==> config.mk <==
export PLATFORM = sky130hd
export DESIGN_NAME = vfcm_plane_store
export DESIGN_NICKNAME = d
export VERILOG_FILES = /design/src/rtl/voxel_face_culling_mesher_core_macros.svh /design/src/rtl/vfcm_pkg.sv /design/src/rtl/vfcm_plane_store.sv
export SDC_FILE = /design/constraint.sdc
export NUM_CORES = 2
export LEC_CHECK = 0
export BUFFER_PORTS_ARGS = -buffer_cell sky130_fd_sc_hd__buf_2
export CAP_MARGIN = 20
export CELL_PAD_IN_SITES_DETAIL_PLACEMENT = 1
export CELL_PAD_IN_SITES_GLOBAL_PLACEMENT = 1
export CORE_MARGIN = 5
export CORE_UTILIZATION = 25
export DETAILED_ROUTE_END_ITERATION = 7
export PLACE_DENSITY_LB_ADDON = 0.1
export SYNTH_ARGS = -nofsm -noshare
export SYNTH_HDL_FRONTEND = slang
export SYNTH_SLANG_ARGS = --single-unit
==> constraint.sdc <==
create_clock -name clk -period 5.72 [get_ports clk]
set_input_delay 0.858 -clock clk [delete_from_list [all_inputs] [get_ports clk]]
set_output_delay 0.858 -clock clk [all_outputs]
set_load 0.02 [all_outputs]
==> src/rtl/voxel_face_culling_mesher_core_macros.svh <==
// assertion macros for the voxel face culling mesher
`ifndef VOXEL_FACE_CULLING_MESHER_CORE_MACROS_SVH
`define VOXEL_FACE_CULLING_MESHER_CORE_MACROS_SVH

// same-cycle implication, sampled on clk, off during reset
`define VFCM_ASSERT_SAME(label, ante, cons) \
	label: assert property (@(posedge clk) disable iff (!arst_n) (ante) |-> (cons)) \
		else $error("vfcm same-cycle check failed");

// next-cycle implication, sampled on clk, off during reset
`define VFCM_ASSERT_NEXT(label, ante, cons) \
	label: assert property (@(posedge clk) disable iff (!arst_n) (ante) |=> (cons)) \
		else $error("vfcm next-cycle check failed");

`endif

==> src/rtl/vfcm_pkg.sv <==
// shared types and constants of the voxel face culling mesher
package vfcm_pkg;

	localparam int EDGE_DEF = 16;
	localparam int POS_W    = 4;
	localparam int FACE_W   = 5;
	localparam int MODE_W   = 2;
	localparam int SEL_W    = 3;
	localparam int AXIS_W   = 2;
	localparam int NDIR     = 6;
	localparam int PLANES   = 6;

	typedef enum logic [MODE_W-1:0] {
		MODE_BLOCK = 2'd0,
		MODE_PLANE = 2'd1,
		MODE_QUERY = 2'd2
	} vfcm_mode_t;

	typedef enum logic [SEL_W-1:0] {
		PL_ABOVE = 3'd0,
		PL_BELOW = 3'd1,
		PL_RIGHT = 3'd2,
		PL_LEFT  = 3'd3,
		PL_BACK  = 3'd4,
		PL_FRONT = 3'd5
	} vfcm_plane_t;

	typedef enum logic [2:0] {
		DIR_YP = 3'd0,
		DIR_YN = 3'd1,
		DIR_XP = 3'd2,
		DIR_XN = 3'd3,
		DIR_ZP = 3'd4,
		DIR_ZN = 3'd5
	} vfcm_dir_t;

	typedef enum logic [AXIS_W-1:0] {
		AXIS_Y = 2'd0,
		AXIS_X = 2'd1,
		AXIS_Z = 2'd2
	} vfcm_axis_t;

	// solid bits of the six neighbours, emission order from bit 0 (up) to bit 5 (ft)
	typedef struct packed {
		logic ft;
		logic bk;
		logic lf;
		logic rt;
		logic dn;
		logic up;
	} vfcm_nbr_t;

endpackage

==> src/rtl/vfcm_plane_store.sv <==
// six boundary planes of the neighbouring sub-chunks with registered lookup
module vfcm_plane_store #(
	parameter int EDGE = vfcm_pkg::EDGE_DEF
) (
	input  logic                         clk,
	input  logic                         we,
	input  logic [vfcm_pkg::SEL_W-1:0]   sel,
	input  logic [$clog2(EDGE)-1:0]      wa,
	input  logic [$clog2(EDGE)-1:0]      wb,
	input  logic                         wdata,
	input  logic                         re,
	input  logic [$clog2(EDGE)-1:0]      qx,
	input  logic [$clog2(EDGE)-1:0]      qy,
	input  logic [$clog2(EDGE)-1:0]      qz,
	output vfcm_pkg::vfcm_nbr_t          rdata
);
	logic [EDGE-1:0]     pl_q [vfcm_pkg::PLANES][EDGE];
	vfcm_pkg::vfcm_nbr_t rd_q;

	always_ff @(posedge clk) begin
		for (int p = 0; p < vfcm_pkg::PLANES; p++) begin
			if (we && sel == vfcm_pkg::SEL_W'(p)) begin
				pl_q[p][wa][wb] <= wdata;
			end
		end
		if (re) begin
			rd_q.up <= pl_q[vfcm_pkg::PL_ABOVE][qx][qz];
			rd_q.dn <= pl_q[vfcm_pkg::PL_BELOW][qx][qz];
			rd_q.rt <= pl_q[vfcm_pkg::PL_RIGHT][qy][qz];
			rd_q.lf <= pl_q[vfcm_pkg::PL_LEFT][qy][qz];
			rd_q.bk <= pl_q[vfcm_pkg::PL_BACK][qx][qy];
			rd_q.ft <= pl_q[vfcm_pkg::PL_FRONT][qx][qy];
		end
	end

	assign rdata = rd_q;
endmodule

==> metrics.log <==
[metrics] simple-gate share of the synthesized area: 0.119
[metrics] RSZ-0062 raised after global routing: false
[metrics] share of the synthesized area in compound gates (AO/OA/AOI/OAI): 0.0242
[metrics] overall power after layout: around 25 mW
[metrics] largest net degree at the start of global routing: 214
[metrics] Util after Layout: 0.290
[metrics] antenna violations before repair: 17
[metrics] proportion of layout cells with a drive suffix above 1: 0.169
[metrics] measured slew at the worst slew-check pin: 1.17 ns
[metrics] latest clock arrival within the worst-skew pair: 0.86 ns
[metrics] endpoints failing setup: 0
[metrics] cell area after synthesis: 0.0668 mm^2
[metrics] Inserted Clock Buffers: slightly below 200
[metrics] Routed Antenna Nets: 0
[metrics] Die X-Extent: 527 um
[metrics] count of flip-flops with a built-in enable after synthesis: approximately 1500
[metrics] Layout fillers: 27973
[metrics] CORE AREA: 0.266 mm^2
[metrics] max-cap violations: 0
[metrics] arrival time worst endpoint: 4.79 ns
[metrics] nets: 4711
[metrics] FF-to-FF setup slack: 2.28 ns
[metrics] area share of fa/ha/maj cells after synthesis: 0
[metrics] Bufs on Longest Clock Path: 4
[metrics] peak supply drop: about 210 uV
[metrics] H-tree level count: 4
[metrics] Synth Flop Type: edfxtp_1
[metrics] detailed-routing iteration count for the pre-antenna-repair pass: 5
[metrics] count of buffers added by post-CTS timing repair for setup: 0
[metrics] portion of netlist area occupied by mux cells: 0.139
[metrics] dominant combinational cell family by area after synthesis: multiplexers
[metrics] post-DP HPWL: 156000 um
[metrics] power density over the cells: 327 mW/mm^2
[metrics] final setup TNS: 0 ns
[metrics] Worst Hold Path Cells: 1
[metrics] maximum clock frequency: 0.236 GHz
[metrics] number of buffer cells added on primary ports: 32
[metrics] clock tree from TritonCTS: done
[metrics] reported leakage power: 22.2 nW
[metrics] RR Endpoint: rdata[0]$_DFFE_PP_
[metrics] #FFs+latches synth: 1542
[metrics] grt total ovfl: 0
[metrics] final routed DRC violation total: 0
[metrics] commonest cells after routing, fill and taps aside: 1568 x nor2_1, 1542 x edfxtp_1, 357 x mux4_2
[metrics] Hold EP: rdata[4]$_DFFE_PP_
[metrics] DRT Wirelength: 248000 um
[metrics] startpoint of the most critical register-to-register path: pl_q[0][241]$_DFFE_PP_
[metrics] Setup crit end kind: flip-flop
[metrics] master cell of the clock root buffer: clkbuf_16
[metrics] critical-path maximum fanout: 34
[metrics] floorplan die height: 527 um
[metrics] number of instances in the synthesized netlist: 4650
[metrics] GRT Resource Usage Total: 0.175
[metrics] element type at the critical path start: primary input
[metrics] Area growth, synth to finish: 15.4%
[metrics] cell area reported after detailed placement: 0.0715 mm^2
[metrics] Setup CP Type: in -> reg
[metrics] via/cell ratio: between 4 and 5
[metrics] remaining max-slew budget at the tightest pin: 0.219
[metrics] run status: complete, no violations
[metrics] Clk pin slew, worst setup/hold paths: 0.06 ns
[metrics] Synthesized Nets: 4677
[metrics] fraction of registers with async set or reset after synthesis: 0
[metrics] synthesis warning total: 0
[metrics] vias in the first global route: between 40000 and 50000
[metrics] number of hold-slack violations in the final timing report: 0
[metrics] worst setup skew after layout: 0.0490 ns
[metrics] post-CTS sizing: 0
[metrics] post-synthesis cell type count: 52
[metrics] Worst Reg-to-Reg Cells: 8
[metrics] xor-xnor portion of the synthesized cell area: 0
[metrics] launch point of the worst hold path: re
[metrics] wire length of the first global-routing pass: 347000 um
[metrics] final cycle utilization of the critical path: 0.741
[metrics] required time of the critical path: roughly 6.3 ns
[metrics] most common cell after layout, fill and taps aside: nor2_1
[metrics] clock net sink count: 1542
[metrics] final RePlAce weighted congestion: 0.769
[metrics] design area: between 0.07 and 0.08 mm^2
[metrics] average instance area after synthesis: 14.4 um^2
[metrics] DIE AREA: 0.278 mm^2
[metrics] Ports: 33
[metrics] number of design-rule violations left by the first detailed-router iteration: approximately 3400
[metrics] WL/cell: 29.7 um
[metrics] final slew viol count: 0
[metrics] class of the worst hold path: in -> reg
[metrics] share of the yosys chip area belonging to registers: 0.693
[metrics] number of buffers inserted for hold repair after clock tree synthesis: 0
[metrics] clock period minus worst slack: 4.24 ns
[metrics] count of vias placed by the detailed router: 40173
[metrics] site row count: approximately 190
[metrics] Initial Util: 0.252
[area by class of cell]
cell class	count	area (um^2)	share of cell area
diodes	5	12.5	0.000162
clock buffers	262	5130	0.0666
clock inverters	70	418	0.00542
inverters	6	25.0	0.000325
multi-input cells	2761	19100	0.248
flip-flops and latches	1542	46300	0.601
well taps	3533	4420	0.0573
repair buffers	179	1680	0.0218
[registers in the layout, summed over array words and instances (netlist names)]
signal,count
pl_q,1536
rdata,6
[power breakdown]
| group | total, mW | leakage, nW | internal (mW) | switching (mW) |
|---|---|---|---|---|
| logic | 1.51 | 5.68 | 0.431 | 1.08 |
| clock network | 11.2 | 2.70 | 6.33 | 4.89 |
| registers | 12.5 | 13.9 | 12.4 | 0.0157 |
| total | 25.2 | 22.2 | 19.2 | 5.99 |
[worst max path at each step]
| stage | end | startpoint |
|---|---|---|
| after floorplan | rdata[3]$_DFFE_PP_ | qy[0] |
| final | rdata[0]$_DFFE_PP_ | qx[3] |
| after CTS | rdata[0]$_DFFE_PP_ | qx[3] |
| after detailed placement | rdata[0]$_DFFE_PP_ | qx[3] |
| after global routing | rdata[0]$_DFFE_PP_ | qx[3] |
| after global placement | rdata[0]$_DFFE_PP_ | qx[3] |
[layer usage]
metal	vias to the layer above	global-route usage	part of all wire
li1	17252	-	-
met1	21784	0.247	0.46
met2	832	0.286	0.47
met3	301	0.0238	0.040
met4	4	0.0433	0.025
met5	-	0	0.00010
[kinds of logic after synthesis]
group,after synthesis
multiplexers,480
flip-flops,1542
AO/OA/AOI/OAI,230
AND/OR/NAND/NOR,2051
buffers and inverters,347
[stage by stage]
| step | hold slack, ns | worst slack, ns | std cells |
|---|---|---|---|
| after CTS | 0.346 | 1.64 | 8352 |
| final | 0.430 | 1.48 | 8358 |
| after floorplan | 0.907 | 2.68 | 4650 |
| after detailed placement | 1.21 | 0.735 | 8020 |
| after global routing | 0.372 | 1.56 | 8357 |
| after global placement | 1.22 | 0.708 | 8017 |
[Yosys cell counts (all sizes together) (6+ instances only)]
| master | number | area, um^2 |
|---|---|---|
| a2111oi | 17 | 150 |
| a211oi | 12 | 90.1 |
| a21oi | 49 | 245 |
| a22oi | 26 | 195 |
| a31oi | 6 | 37.5 |
| and2 | 13 | 81.3 |
| buf | 103 | 729 |
| clkbuf | 238 | 893 |
| edfxtp | 1542 | 46300 |
| mux2i | 120 | 1200 |
| mux4 | 357 | 8040 |
| nand2 | 347 | 1300 |
| nand2b | 14 | 87.6 |
| nand3 | 24 | 120 |
| nor2 | 1583 | 5940 |
| nor2b | 18 | 113 |
| nor3 | 27 | 135 |
| nor4 | 8 | 50.1 |
| o21ai | 23 | 115 |
| o221ai | 41 | 359 |
| o22ai | 27 | 169 |
[critical path, stage by stage]
cell	delay, ns
buf_4	0.61
inv_4	0.44
buf_12	0.34
nor2_1	0.70
a22oi_1	0.17
a21oi_1	0.22
nand3_1	0.18
nor4_1	0.98
o211ai_1	0.15
Power figures use the tool's default switching activity.
