**config.mk**
```make
export PLATFORM = sky130hd
export DESIGN_NAME = vfcm_face_emit_flat
export DESIGN_NICKNAME = d
export VERILOG_FILES = /design/src/rtl/voxel_face_culling_mesher_core_macros.svh /design/src/rtl/vfcm_pkg.sv /design/src/rtl/vfcm_face_if.sv /design/src/rtl/vfcm_face_emit.sv /design/src/flat_wrapper.sv
export SDC_FILE = /design/constraint.sdc
export NUM_CORES = 1
export LEC_CHECK = 0
export BUFFER_PORTS_ARGS = -buffer_cell sky130_fd_sc_hd__buf_2
export CAP_MARGIN = 20
export CORE_ASPECT_RATIO = 0.75
export CORE_MARGIN = 2
export CORE_UTILIZATION = 28
export CTS_BUF_LIST = sky130_fd_sc_hd__clkbuf_8
export CTS_CLUSTER_DIAMETER = 80
export DETAILED_ROUTE_END_ITERATION = 12
export HOLD_SLACK_MARGIN = 0.02
export SETUP_SLACK_MARGIN = 0.5
export SLEW_MARGIN = 20
export SYNTH_ARGS = -nofsm -noshare
export SYNTH_HDL_FRONTEND = slang
export SYNTH_SLANG_ARGS = --single-unit
export TNS_END_PERCENT = 10
```
**constraint.sdc**
```tcl
create_clock -name clk -period 5.7 [get_ports clk]
set_input_delay 0.855 -clock clk [delete_from_list [all_inputs] [get_ports clk]]
set_output_delay 0.855 -clock clk [all_outputs]
set_load 0.005 [all_outputs]
```
**src/rtl/voxel_face_culling_mesher_core_macros.svh**
```systemverilog
// assertion macros for the voxel face culling mesher
`ifndef VOXEL_FACE_CULLING_MESHER_CORE_MACROS_SVH
`define VOXEL_FACE_CULLING_MESHER_CORE_MACROS_SVH

// same-cycle implication, sampled on clk, off during reset
`define VFCM_ASSERT_SAME(label, ante, cons) \
	label: assert property (@(posedge clk) disable iff (!arst_n) (ante) |-> (cons)) \
		else $error("vfcm same-cycle check failed");

// next-cycle implication, sampled on clk, off during reset
`define VFCM_ASSERT_NEXT(label, ante, cons) \
	label: assert property (@(posedge clk) disable iff (!arst_n) (ante) |=> (cons)) \
		else $error("vfcm next-cycle check failed");

`endif

```
**src/rtl/vfcm_pkg.sv**
```systemverilog
// shared types and constants of the voxel face culling mesher
package vfcm_pkg;

	localparam int EDGE_DEF = 16;
	localparam int POS_W    = 4;
	localparam int FACE_W   = 5;
	localparam int MODE_W   = 2;
	localparam int SEL_W    = 3;
	localparam int AXIS_W   = 2;
	localparam int NDIR     = 6;
	localparam int PLANES   = 6;

	typedef enum logic [MODE_W-1:0] {
		MODE_BLOCK = 2'd0,
		MODE_PLANE = 2'd1,
		MODE_QUERY = 2'd2
	} vfcm_mode_t;

	typedef enum logic [SEL_W-1:0] {
		PL_ABOVE = 3'd0,
		PL_BELOW = 3'd1,
		PL_RIGHT = 3'd2,
		PL_LEFT  = 3'd3,
		PL_BACK  = 3'd4,
		PL_FRONT = 3'd5
	} vfcm_plane_t;

	typedef enum logic [2:0] {
		DIR_YP = 3'd0,
		DIR_YN = 3'd1,
		DIR_XP = 3'd2,
		DIR_XN = 3'd3,
		DIR_ZP = 3'd4,
		DIR_ZN = 3'd5
	} vfcm_dir_t;

	typedef enum logic [AXIS_W-1:0] {
		AXIS_Y = 2'd0,
		AXIS_X = 2'd1,
		AXIS_Z = 2'd2
	} vfcm_axis_t;

	// solid bits of the six neighbours, emission order from bit 0 (up) to bit 5 (ft)
	typedef struct packed {
		logic ft;
		logic bk;
		logic lf;
		logic rt;
		logic dn;
		logic up;
	} vfcm_nbr_t;

endpackage

```
**src/rtl/vfcm_face_if.sv**
```systemverilog
// face channel carrying one emitted face per transfer
interface vfcm_face_if;
	logic                        valid;
	logic                        ready;
	logic [vfcm_pkg::FACE_W-1:0] face_x;
	logic [vfcm_pkg::FACE_W-1:0] face_y;
	logic [vfcm_pkg::FACE_W-1:0] face_z;
	logic [vfcm_pkg::AXIS_W-1:0] face_axis;
	logic                        back_facing;
	logic                        last_face;

	modport source (output valid, face_x, face_y, face_z, face_axis, back_facing, last_face,
		input ready);
	modport sink (input valid, face_x, face_y, face_z, face_axis, back_facing, last_face,
		output ready);
endinterface

```
**src/rtl/vfcm_face_emit.sv**
```systemverilog
// face emitter: holds the open-side mask of one query and sends one face a cycle while face.ready is high
module vfcm_face_emit (
	input  logic                        clk,
	input  logic                        arst_n,
	input  logic                        in_valid,
	output logic                        in_ready,
	input  logic                        self_solid,
	input  vfcm_pkg::vfcm_nbr_t         nbr,
	input  logic [vfcm_pkg::POS_W-1:0]  pos_x,
	input  logic [vfcm_pkg::POS_W-1:0]  pos_y,
	input  logic [vfcm_pkg::POS_W-1:0]  pos_z,
	vfcm_face_if.source                 face
);
	logic                        em_valid_q;
	logic [vfcm_pkg::NDIR-1:0]   em_mask_q;
	logic [vfcm_pkg::POS_W-1:0]  em_x_q;
	logic [vfcm_pkg::POS_W-1:0]  em_y_q;
	logic [vfcm_pkg::POS_W-1:0]  em_z_q;

	logic [vfcm_pkg::NDIR-1:0]   mask_in;
	logic [vfcm_pkg::NDIR-1:0]   rest;
	vfcm_pkg::vfcm_dir_t         dir;
	logic                        last;
	logic                        take;

	assign mask_in = self_solid ? ~vfcm_pkg::NDIR'(nbr) : '0;

	// lowest set bit is the next face
	always_comb begin
		dir = vfcm_pkg::DIR_YP;
		for (int i = vfcm_pkg::NDIR - 1; i >= 0; i--) begin
			if (em_mask_q[i]) begin
				dir = vfcm_pkg::vfcm_dir_t'(3'(i));
			end
		end
	end

	assign rest     = em_mask_q & ~(vfcm_pkg::NDIR'(1) << dir);
	assign last     = (rest == '0);
	assign take     = face.valid && face.ready;
	assign in_ready = !em_valid_q || (take && last);

	always_ff @(posedge clk or negedge arst_n) begin
		if (!arst_n) begin
			em_valid_q <= 1'b0;
			em_mask_q  <= '0;
		end else if (in_valid && in_ready) begin
			em_valid_q <= (mask_in != '0);
			em_mask_q  <= mask_in;
		end else if (take) begin
			em_valid_q <= !last;
			em_mask_q  <= rest;
		end
	end

	always_ff @(posedge clk) begin
		if (in_valid && in_ready) begin
			em_x_q <= pos_x;
			em_y_q <= pos_y;
			em_z_q <= pos_z;
		end
	end

	assign face.valid       = em_valid_q;
	assign face.face_x      = vfcm_pkg::FACE_W'(em_x_q) +
		vfcm_pkg::FACE_W'(dir == vfcm_pkg::DIR_XP);
	assign face.face_y      = vfcm_pkg::FACE_W'(em_y_q) +
		vfcm_pkg::FACE_W'(dir == vfcm_pkg::DIR_YP);
	assign face.face_z      = vfcm_pkg::FACE_W'(em_z_q) +
		vfcm_pkg::FACE_W'(dir == vfcm_pkg::DIR_ZP);
	// normal axis and sign straight from the direction code
	assign face.face_axis   = dir[2:1];
	assign face.back_facing = dir[0];
	assign face.last_face   = last;
endmodule

```
**src/flat_wrapper.sv**
```systemverilog
// flat-port wrapper written by rule: the top's interface ports become plain ports
module vfcm_face_emit_flat 
  (clk, arst_n, in_valid, in_ready, self_solid, nbr, pos_x, pos_y, pos_z, face_valid, face_face_x, face_face_y, face_face_z, face_face_axis, face_back_facing, face_last_face, face_ready);
  vfcm_face_if face_i ();
  input  logic clk;
  input  logic arst_n;
  input  logic in_valid;
  output logic in_ready;
  input  logic self_solid;
  input  vfcm_pkg::vfcm_nbr_t nbr;
  input  logic [vfcm_pkg::POS_W-1:0] pos_x;
  input  logic [vfcm_pkg::POS_W-1:0] pos_y;
  input  logic [vfcm_pkg::POS_W-1:0] pos_z;
  output wire logic [$bits(face_i.valid)-1:0] face_valid;
  output wire logic [$bits(face_i.face_x)-1:0] face_face_x;
  output wire logic [$bits(face_i.face_y)-1:0] face_face_y;
  output wire logic [$bits(face_i.face_z)-1:0] face_face_z;
  output wire logic [$bits(face_i.face_axis)-1:0] face_face_axis;
  output wire logic [$bits(face_i.back_facing)-1:0] face_back_facing;
  output wire logic [$bits(face_i.last_face)-1:0] face_last_face;
  input wire logic [$bits(face_i.ready)-1:0] face_ready;
  assign face_valid = face_i.valid;
  assign face_face_x = face_i.face_x;
  assign face_face_y = face_i.face_y;
  assign face_face_z = face_i.face_z;
  assign face_face_axis = face_i.face_axis;
  assign face_back_facing = face_i.back_facing;
  assign face_last_face = face_i.last_face;
  assign face_i.ready = face_ready;
  vfcm_face_emit u_core (.clk(clk), .arst_n(arst_n), .in_valid(in_valid), .in_ready(in_ready), .self_solid(self_solid), .nbr(nbr), .pos_x(pos_x), .pos_y(pos_y), .pos_z(pos_z), .face(face_i));
endmodule
```
==> results_dict.tcl <==
set metrics [dict create \
    post-synth-top-count-cell "edfxtp_1" \
    synth_top_flop_cell "edfxtp_1" \
    drtIter0Drc 29 \
    cp-end-kind "output pin" \
    fin_skew_ns 0.00248 \
    rows 18 \
    syn_nets 120 \
    synth_area_leaders "edfxtp_1, dfrtp_1, ha_1, nor2_1, nand2_1" \
    startpoint "u_core.em_mask_q[1]" \
    ant_nets 0 \
    die_y_um 55.5 \
    drv_slew 0 \
    max_freq_mhz 337 \
    utilization 0.385 \
    hpwl_mm 1.79 \
    die_x_um 72.6 \
    synthDistinctLibCells 29 \
    io_buffers 43 \
    cts_made_buffers 3 \
    ioPinCount 44 \
    setup.worst_path.class "flip-flop to output pin" \
    critical_path_arrival_ns 2.12 \
    yosysWarnings 0 \
    syn_area_per_cell_sq_um 10.9 \
    p_leak_nw 0.602 \
    drc 0 \
    layout-drive-gt1-share 0.356 \
    grt_max_degree 11 \
    setup_viol 0 \
    startpoint_type "flip-flop" \
    routedWlPerCell_um 12.9 \
    ys_seq_area_frac 0.542 \
    grt_pass1_vias 814 \
    fin_crit_sh 0.521 \
    slew_headroom 0.584 \
    insertion_delay_ns 0.26 \
    post-cts-setup-buffers 0 \
    cts_tree "built" \
    rr_worst_depth 4 \
    drt_wl_total_mm 2.26 \
    dr.pass1.iters 4 \
    clockBufferDepth 2 \
    synth_common_cells "edfxtp_1, nor2_1, dfrtp_1, nand2_1, ha_1" \
    rsz0062_at_grt "false" \
    vias 867 \
    synth_top_area_cell "edfxtp_1" \
    netSwitchingFraction 0.403 \
    clkTransAtPathRegs_ns 0.07 \
    start_util 0.297 \
    period_minus_slack_ns 2.97 \
    syn_area_sq_um 988 \
    fin_cells 175 \
    ff2ff_setup_slack_ns 3.39 \
    grt-ovfl-total 0 \
    netSwitchingPower_mw 0.247 \
    hold_class "input port to async pin" \
    worstMarginPinSlew_ns 0.615 \
    max_cap_viol_count 0 \
    p_int_mw 0.367 \
    gp_congestion 0.845 \
    hold_ws_ns 0.418 \
    root_buffer "clkbuf_8" \
    p_comb_frac 0.444 \
    crit_path_max_fanout 10 \
    area_growth_pct 29.7 \
    ys_ff_latch 19 \
    track_usage 0.119 \
    final_nets 165 \
    post_cts_resized 0 \
    vias_per_cell 4.95 \
    cts_hold_buf 0 \
    synth_top_area_frac 0.365 \
    reg2reg_from "u_core.em_mask_q[1]" \
    cp.required_ns 4.85 \
    dp.cells 171 \
    synthArstFlopShare 0.368 \
    htree_levels 1 \
    dieArea_sq_um 4030 \
    antenna_found_initial 0 \
    seqPwrFrac 0.404 \
    core_sq_um 3330 \
    run_status "complete, no violations" \
    antenna_cells 0 \
    grt_pass1_wl_mm 3.76 \
    setup_tns_ns 0 \
    clkPwrFrac 0.152 \
    syn_inst 91 \
    cts.sinks 19 \
    hold_viol_final 0 \
    ir_drop_mv 0.165 \
    synth_edf_count 12 \
    powerDensity_nw_per_um2 478 \
]
## sequential cells by signal, indices dropped and copies added (netlist names)
name               cells
u_core.em_mask_q       6
u_core.em_z_q          4
u_core.face.valid      1
u_core.em_y_q          4
u_core.em_x_q          4
## worst max-delay path: stages, from the launching register on
cell	delay, ns
dfrtp_1	0.50
nor3_1	0.37
nand2_1	0.11
o21ai_0	0.21
ha_1	0.21
ha_1	0.18
xor2_1	0.15
buf_2	0.13
## metrics by stage
stage / instance area, sq um / power [mW] / worst slack (ns)
2_1_floorplan: 988 / 0.410 / 3.35
5_1_grt: 1280 / 0.669 / 2.51
3_5_place_dp: 1240 / 0.524 / 3.02
6_report: 1280 / 0.613 / 2.73
4_1_cts: 1280 / 0.619 / 2.73
3_3_place_gp: 1240 / 0.518 / 3.17
## cell usage in the layout, fill, tap and decap left out, drive strengths merged, types with 2 or more instances in the layout
master  netlist  routed
buf           2      44
edfxtp       12      12
nor2          9       9
o21ai         8       8
nand2         7       7
dfrtp         7       7
ha            6       6
and3          4       4
inv           3       4
a21oi         4       4
nand3         4       4
nor3          3       3
xor2          3       3
xnor2         3       3
o22ai         3       3
clkbuf        2       3
o311ai        2       2
## power groups by stage
stage / Combinational [mW] / Clock (mW) / Sequential (mW)
after detailed placement: 0.275 / 0 / 0.249
final: 0.273 / 0.0930 / 0.248
after global routing: 0.310 / 0.102 / 0.256
after CTS: 0.277 / 0.0955 / 0.247
after global placement: 0.273 / 0 / 0.245
after floorplan: 0.191 / 0 / 0.220
## kinds of logic (layout without fill, tap and decap cells)
logic type / count (synthesis) / in the layout / synth area share
compound gates: 22 / 22 / 0.146
xor+xnor: 6 / 6 / 0.0532
fa+ha+maj: 6 / 6 / 0.0759
buf+inv: 7 / 51 / 0.0354
flops: 19 / 19 / 0.542
simple gates: 31 / 31 / 0.148
## path summary, 6_finish.rpt
check / endpoint
max in group asynchronous: u_core.face.valid
min in group clk: u_core.em_mask_q[3]
min: u_core.em_mask_q[3]
max: face_face_y[2]
max reg2reg: u_core.em_x_q[3]
min reg2reg: u_core.em_mask_q[3]
## layout make-up
type	instances	area [sq um]
flip-flops and latches	19	536
fillers	337	2050
repair buffers	44	223
multi-input cells	65	418
well taps	40	50.0
clock buffers	3	41.3
inverters	3	11.3
clock inverters	1	3.75
## metal layers
layer	track usage	part of all wire	up-vias	wire length, um
met5	0	0	-	0
met4	0.0317	0.0093	0	21
met3	0.0493	0.11	5	245
met2	0.169	0.42	45	950
met1	0.167	0.46	390	1050
li1	-	-	427	-
Power figures use the tool's default switching activity.
